<file path="config.mk">
export PLATFORM = sky130hd
export DESIGN_NAME = mvsf_eval
export DESIGN_NICKNAME = d
export VERILOG_FILES = /design/src/rtl/memory_value_search_filter_macros.svh /design/src/rtl/mvsf_pkg.sv /design/src/rtl/mvsf_eval.sv
export SDC_FILE = /design/constraint.sdc
export NUM_CORES = 1
export LEC_CHECK = 0
export ABC_AREA = 1
export BUFFER_PORTS_ARGS = -buffer_cell sky130_fd_sc_hd__buf_2
export CORE_ASPECT_RATIO = 1.25
export CORE_MARGIN = 10
export CORE_UTILIZATION = 39
export DETAILED_ROUTE_END_ITERATION = 8
export GPL_ROUTABILITY_DRIVEN = 0
export PLACE_DENSITY = 0.79
export SETUP_SLACK_MARGIN = 0.5
export SLEW_MARGIN = 20
export SYNTH_ARGS = -nofsm -noshare
export SYNTH_HDL_FRONTEND = slang
export SYNTH_SLANG_ARGS = --single-unit
</file>
<file path="constraint.sdc">
create_clock -name vclk -period 2.7
set_clock_uncertainty 0.05 [all_clocks]
set_input_delay 0.675 -clock vclk [all_inputs]
set_output_delay 0.675 -clock vclk [all_outputs]
set_load 0.005 [all_outputs]
</file>
<file path="src/rtl/memory_value_search_filter_macros.svh">
// Assertion macros shared by the value search filter RTL.
// Included by modules that check their own sequencing; no other dependencies.
`ifndef MEMORY_VALUE_SEARCH_FILTER_MACROS_SVH
`define MEMORY_VALUE_SEARCH_FILTER_MACROS_SVH
`ifndef SYNTHESIS
`define MVSF_ASSERT_IMP(lbl, ante, cons) \
    lbl: assert property (@(posedge i_clk) disable iff (!i_rst_n) (ante) |-> (cons)) \
        else $error("value search filter check failed");
`define MVSF_ASSERT_NEXT(lbl, ante, cons) \
    lbl: assert property (@(posedge i_clk) disable iff (!i_rst_n) (ante) |=> (cons)) \
        else $error("value search filter check failed");
`else
`define MVSF_ASSERT_IMP(lbl, ante, cons)
`define MVSF_ASSERT_NEXT(lbl, ante, cons)
`endif
`endif

</file>
<file path="src/rtl/mvsf_pkg.sv">
`timescale 1ns / 1ps
// Shared codes and types for the value search filter.
// No dependencies; used by mvsf_eval and memory_value_search_filter.
package mvsf_pkg;

    localparam logic [1:0] FUNC_WRITE   = 2'd0;
    localparam logic [1:0] FUNC_RESTART = 2'd1;
    localparam logic [1:0] FUNC_COMPARE = 2'd2;
    localparam logic [1:0] FUNC_READ    = 2'd3;

    localparam logic [2:0] KIND_EQ = 3'd0;
    localparam logic [2:0] KIND_LT = 3'd1;
    localparam logic [2:0] KIND_LE = 3'd2;
    localparam logic [2:0] KIND_GT = 3'd3;
    localparam logic [2:0] KIND_GE = 3'd4;
    localparam logic [2:0] KIND_NE = 3'd5;

    localparam logic [1:0] ST_OK     = 2'd0;
    localparam logic [1:0] ST_ABSENT = 2'd1;
    localparam logic [1:0] ST_RANGE  = 2'd2;

    localparam logic [1:0] MODE_NIBBLE = 2'd0;
    localparam logic [1:0] MODE_BYTE   = 2'd1;
    localparam logic [1:0] MODE_HALF   = 2'd2;

    localparam logic [1:0] CFG_SIZE_MODE = 2'd0;
    localparam logic [1:0] CFG_USE_LAST  = 2'd1;
    localparam logic [1:0] CFG_BANK0     = 2'd2;
    localparam logic [1:0] CFG_BANK1     = 2'd3;

    localparam logic [3:0] NIBBLE_MASK = 4'hf;
    localparam int         NIBBLE_BITS = 4;
    localparam int         BYTE_BITS   = 8;

    typedef struct packed {
        logic [1:0] mode;
        logic       upper;
        logic [2:0] kind;
    } t_eval_ctl;

endpackage

</file>
<file path="src/rtl/mvsf_eval.sv">
`timescale 1ns / 1ps
// Shared evaluation unit: forms a candidate's live value from fetched bytes
// and tests it against a reference. Depends on mvsf_pkg.
module mvsf_eval (
    input  mvsf_pkg::t_eval_ctl i_ctl,
    input  logic [7:0]          i_lo,
    input  logic [7:0]          i_hi,
    input  logic [15:0]         i_ref,
    output logic [15:0]         o_live,
    output logic                o_pass
);

    always_comb begin
        unique case (i_ctl.mode)
            mvsf_pkg::MODE_NIBBLE: begin
                o_live = i_ctl.upper
                    ? 16'(i_lo[mvsf_pkg::BYTE_BITS-1:mvsf_pkg::NIBBLE_BITS])
                    : 16'(i_lo[mvsf_pkg::NIBBLE_BITS-1:0] & mvsf_pkg::NIBBLE_MASK);
            end
            mvsf_pkg::MODE_BYTE: begin
                o_live = 16'(i_lo);
            end
            default: begin
                // Mode three behaves as halfword.
                o_live = {i_hi, i_lo};
            end
        endcase
    end

    always_comb begin
        unique case (i_ctl.kind)
            mvsf_pkg::KIND_EQ: o_pass = (o_live == i_ref);
            mvsf_pkg::KIND_LT: o_pass = (o_live <  i_ref);
            mvsf_pkg::KIND_LE: o_pass = (o_live <= i_ref);
            mvsf_pkg::KIND_GT: o_pass = (o_live >  i_ref);
            mvsf_pkg::KIND_GE: o_pass = (o_live >= i_ref);
            mvsf_pkg::KIND_NE: o_pass = (o_live != i_ref);
            default:           o_pass = 1'b0;
        endcase
    end

endmodule

</file>
# Word-level counts from Yosys, hierarchy flattened
# Index checks and enable logic that the tools add are counted.
[word_totals]
register_bits = 0
input_bits = 38
word_cells = 17
[classes]
muxes = 3
n_eq_ne = 8
magnitude_cmp = 4
reduce_logical = 2
[op_table]
columns = ["op", "n"]
rows = [
  ["16-bit one-hot mux with 2 select lines", 1],
  ["16-bit == test", 1],
  ["16-bit greater-or-equal comparator", 1],
  ["16-bit greater-than comparator", 1],
  ["16-bit less-or-equal comparator", 1],
  ["16-bit < comparator", 1],
  ["16-bit != test", 1],
  ["3-bit by 2-bit == test with 1-bit output, second input constant", 2],
  ["3-bit == test, second input constant", 2],
  ["1-bit one-hot mux with 6 select lines", 1],
  ["4-bit two-way mux", 1],
  ["3-bit by 1-bit == test with 1-bit output, second input constant", 1],
  ["3-bit zero test", 1],
  ["2-bit by 1-bit == test with 1-bit output, second input constant", 1],
  ["2-bit zero test", 1],
]

# Longest topological paths before layout
[logic_depth]
ltp_word = 4
mapped_depth = 19
ltp_nobuf = 18

# Least setup slack after synthesis
# No wires, ideal clock.
[synth_timing]
kind = "input to output"
startpoint = "in i_ctl[5] (netlist name)"
endpoint = "out o_pass"
slack_ps = -281
stages = 16
t_arrival_ps = 2256
path_buffers = 1
required_ps = 1975
cell_sequence = "buf_2 -> nor2_4 -> nand2_2 -> o21ai_0 -> ha_1 -> nand2_1 -> inv_2 -> nand2_1 -> nand2_1 -> nand2_1 -> nand2_4 -> nand2_2 -> nand2_1 -> nand2_1 -> nand2_1 -> nand4_1"
[synth_between]
elab_chain_len = 4
[synth_rtl]
columns = ["item", "line", "text"]
rows = [
  ["start: declaration", "mvsf_eval.sv:5", "input mvsf_pkg::t_eval_ctl i_ctl,"],
  ["2-bit by 1-bit == test with 1-bit output or 2-bit zero test (tied branches)", "mvsf_eval.sv:14", "unique case (i_ctl.mode)"],
  ["16-bit one-hot mux with 2 select lines (*)", "mvsf_eval.sv:14", ""],
  ["named net o_live[3]", "mvsf_eval.sv:9", "output logic [15:0] o_live,"],
  ["16-bit greater-or-equal comparator (tied with other cells)", "mvsf_eval.sv:36", "mvsf_pkg::KIND_GE: o_pass = (o_live >= i_ref);"],
  ["1-bit one-hot mux with 6 select lines (*)", "mvsf_eval.sv:31", "unique case (i_ctl.kind)"],
  ["end: declaration", "mvsf_eval.sv:10", "output logic o_pass"],
]
# Mark *: on every way through the listed nets, which the timed path passes. The rest lies on a longest branch.

# Final worst setup path
[layout_timing]
startpoint = "in i_ctl[4] (netlist name)"
endpoint = "out o_pass"
[layout_between]
elab_chain_len = 4
[layout_rtl]
columns = ["item", "line"]
rows = [
  ["2-bit by 1-bit == test with 1-bit output or 2-bit zero test (tied branches)", "mvsf_eval.sv:14"],
  ["16-bit one-hot mux with 2 select lines (*)", "mvsf_eval.sv:14"],
  ["16-bit greater-or-equal comparator (tied with other cells)", "mvsf_eval.sv:36"],
  ["1-bit one-hot mux with 6 select lines (*)", "mvsf_eval.sv:31"],
]
# Mark *: on every way between the ends. The rest lies on a longest branch, timed or not.

==> metrics <==
status=finished, violations left; failing checks=negative setup slack; Hold Path Stages=4; P&R area growth vs syn=53.3%; CP Class=in2out; FF+latch area=0 um2; Pins Over Slew Limit=0; syn avg cell area=between 5 and 6 um2; site row count=17; port bufs=55; final WL=~2.3 mm; hold crit path type=in2out; Max IR drop VDD=~0.078 mV; Crit-path slowest cell=ha_1; post-synth top area share=between 20% and 30%; fmax=0.340 GHz; all-layer global routing usage=between 10 and 15%; WP data required=1.98 ns; drc violations=0; Finished Cell Area=between 1000 and 1500 um2; Unique masters post-synth=22; worst path arrival time=2.22 ns; LEAKAGE=just under 0.0008 uW; minimum clock period=between 2 and 3 ns; RSZ-0062 raised after global routing=yes; die height=around 68 um; I/O pin total=55; max cap viols=0; Worst setup EP type=primary output; Die ar.=4020 um2; worst setup margin=-0.245 ns; synth cell count leaders=nand2_1, inv_1, ha_1, nor2_1, inv_2; HPWL after detailed placement=approximately 2.2 mm; total congestion overflow=0; post-synthesis sequential area ratio=0%; Cells after Synth=between 100 and 150; share of post-route cells with drive strength above 1=between 40% and 50%; vias per inst=between 4 and 5; FF+latch count=0; fillers=between 150 and 200; Wirelength per Cell=11.3 um; nets=242; Mapped Nets=between 150 and 200; Placeable Area=~1800 um2; CLK BUF=0; most frequent cell after synthesis=nand2_1; Die X=a little under 60 um; largest net degree at the start of global routing=9; dpl ws=-0.279 ns; final setup vio count=1; antenna-violating nets left=0; area post-placement=1100 um2; initial antenna violation count=0; Worst-Margin Slew=between 0.2 and 0.25 ns; initial drt markers=7; first-pass GRT wire length=a little under 4 mm; Power Density=around 150 nW/um2; vias in the first global route=1019; utilization after layout=63.4%; critical path cell sequence=buf_6 > nor2_4 > nand2_4 > nand2_2 > o21ai_2 > ha_1 > nand2_1 > inv_2 > nand2_1 > nand2_1 > nand2_2 > nand2_4 > nand2_4 > nand3_2 > nand2_1 > inv_1 > nand4_1 > buf_2; Via Count=between 900 and 1000; drt first pass iters=2; Cell Area, Synth=approximately 730 um2; area of the multi-input gates=619 um2; post-route clock period utilization=109%; Starting Density=41.4%; Most common cell on crit path=nand2_1; top post-synthesis cells by area=ha_1, nand2_1, inv_1, nor2_4, nor2_1; diode count=0; crit path max fanout=8; Setup crit start kind=input pin; Post-CTS Repair Setup Buffers=0; CP max stage delay=approximately 0.29 ns; final setup TNS=-0.245 ns; Final Hold Vio Count=0; relative max-transition margin=between 80% and 90%; cell taking the most area after synthesis=ha_1; Yosys Warn Count=0
[metal layers]
metal  GRT usage, %  vias up  wire [um]
met4              0        0          0
met1           10.6      390        865
met3           5.00        0        307
met5              0        -          0
li1               -      508          -
met2           23.0       42       1150
[critical path: cells and delay by family]
kind            cells  cell delay (ns)
buf+inv             4             0.28
simple gates       12             0.91
compound gates      1             0.06
fa+ha+maj           1             0.29
[final timing paths]
path	startpoint	slack (ns)	to
worst min-delay path	i_hi[0]	1.59	o_live[8]
worst max-delay path	i_ctl[4]	-0.24	o_pass
[metrics by stage]
step                total power, uW  cells  hold slack, ns
floorplan                       101    126            1.39
global placement                164    205            1.58
detailed placement              170    205            1.59
CTS                             173    205            1.59
global route                    195    205            1.62
finish                          170    205            1.59
[final cells by class]
| cell class | count | share of cell area (%) |
|---|---|---|
| Multi-Input combinational cell | 87 | 55.3 |
| Tap cell | 19 | 2.12 |
| Timing Repair Buffer | 61 | 29.7 |
| Inverter | 38 | 12.8 |
[logic make-up (layout without fill, tap and decap cells)]
logic type	after synthesis	in the layout	synth area share (%)
AND/OR/NAND/NOR	58	58	42.5
buffers and inverters	39	99	20.4
adder cells (fa/ha/maj)	16	16	27.4
AO/OA/AOI/OAI	13	13	9.76
[cells in the final DEF (no fill, tap or decap)]
| cell type | count |
|---|---|
| a21o_1 | 1 |
| inv_1 | 31 |
| buf_6 | 2 |
| nand2_1 | 29 |
| clkinv_2 | 1 |
| nand4_2 | 1 |
| buf_2 | 53 |
| o21ai_0 | 2 |
| nand4_1 | 2 |
| ha_1 | 16 |
| nand4_4 | 1 |
| nor2_4 | 4 |
| a21oi_1 | 5 |
| nor2_2 | 1 |
| o21ai_2 | 4 |
| a21oi_2 | 1 |
| buf_4 | 6 |
| inv_2 | 6 |
| nand3_2 | 2 |
| nor2_1 | 7 |
| nor3_1 | 1 |
| nand3_1 | 2 |
| nand2_2 | 5 |
| nand2_4 | 3 |
[report_power, final]
part	leakage [uW]	switching, uW	total (uW)	internal (uW)
Clock	0	0	0	0
Sequential	0	0	0	0
Combinational	0.000796	89.2	170	81.2
Total	0.000796	89.2	170	81.2
[repair_timing]
item	4_1_cts	5_1_grt
setup endpoints to repair	1	1
gates resized for setup	3	1
pin swaps	1	0
hold buffers	0	0
No activity file was read; power rests on OpenSTA's default activity.
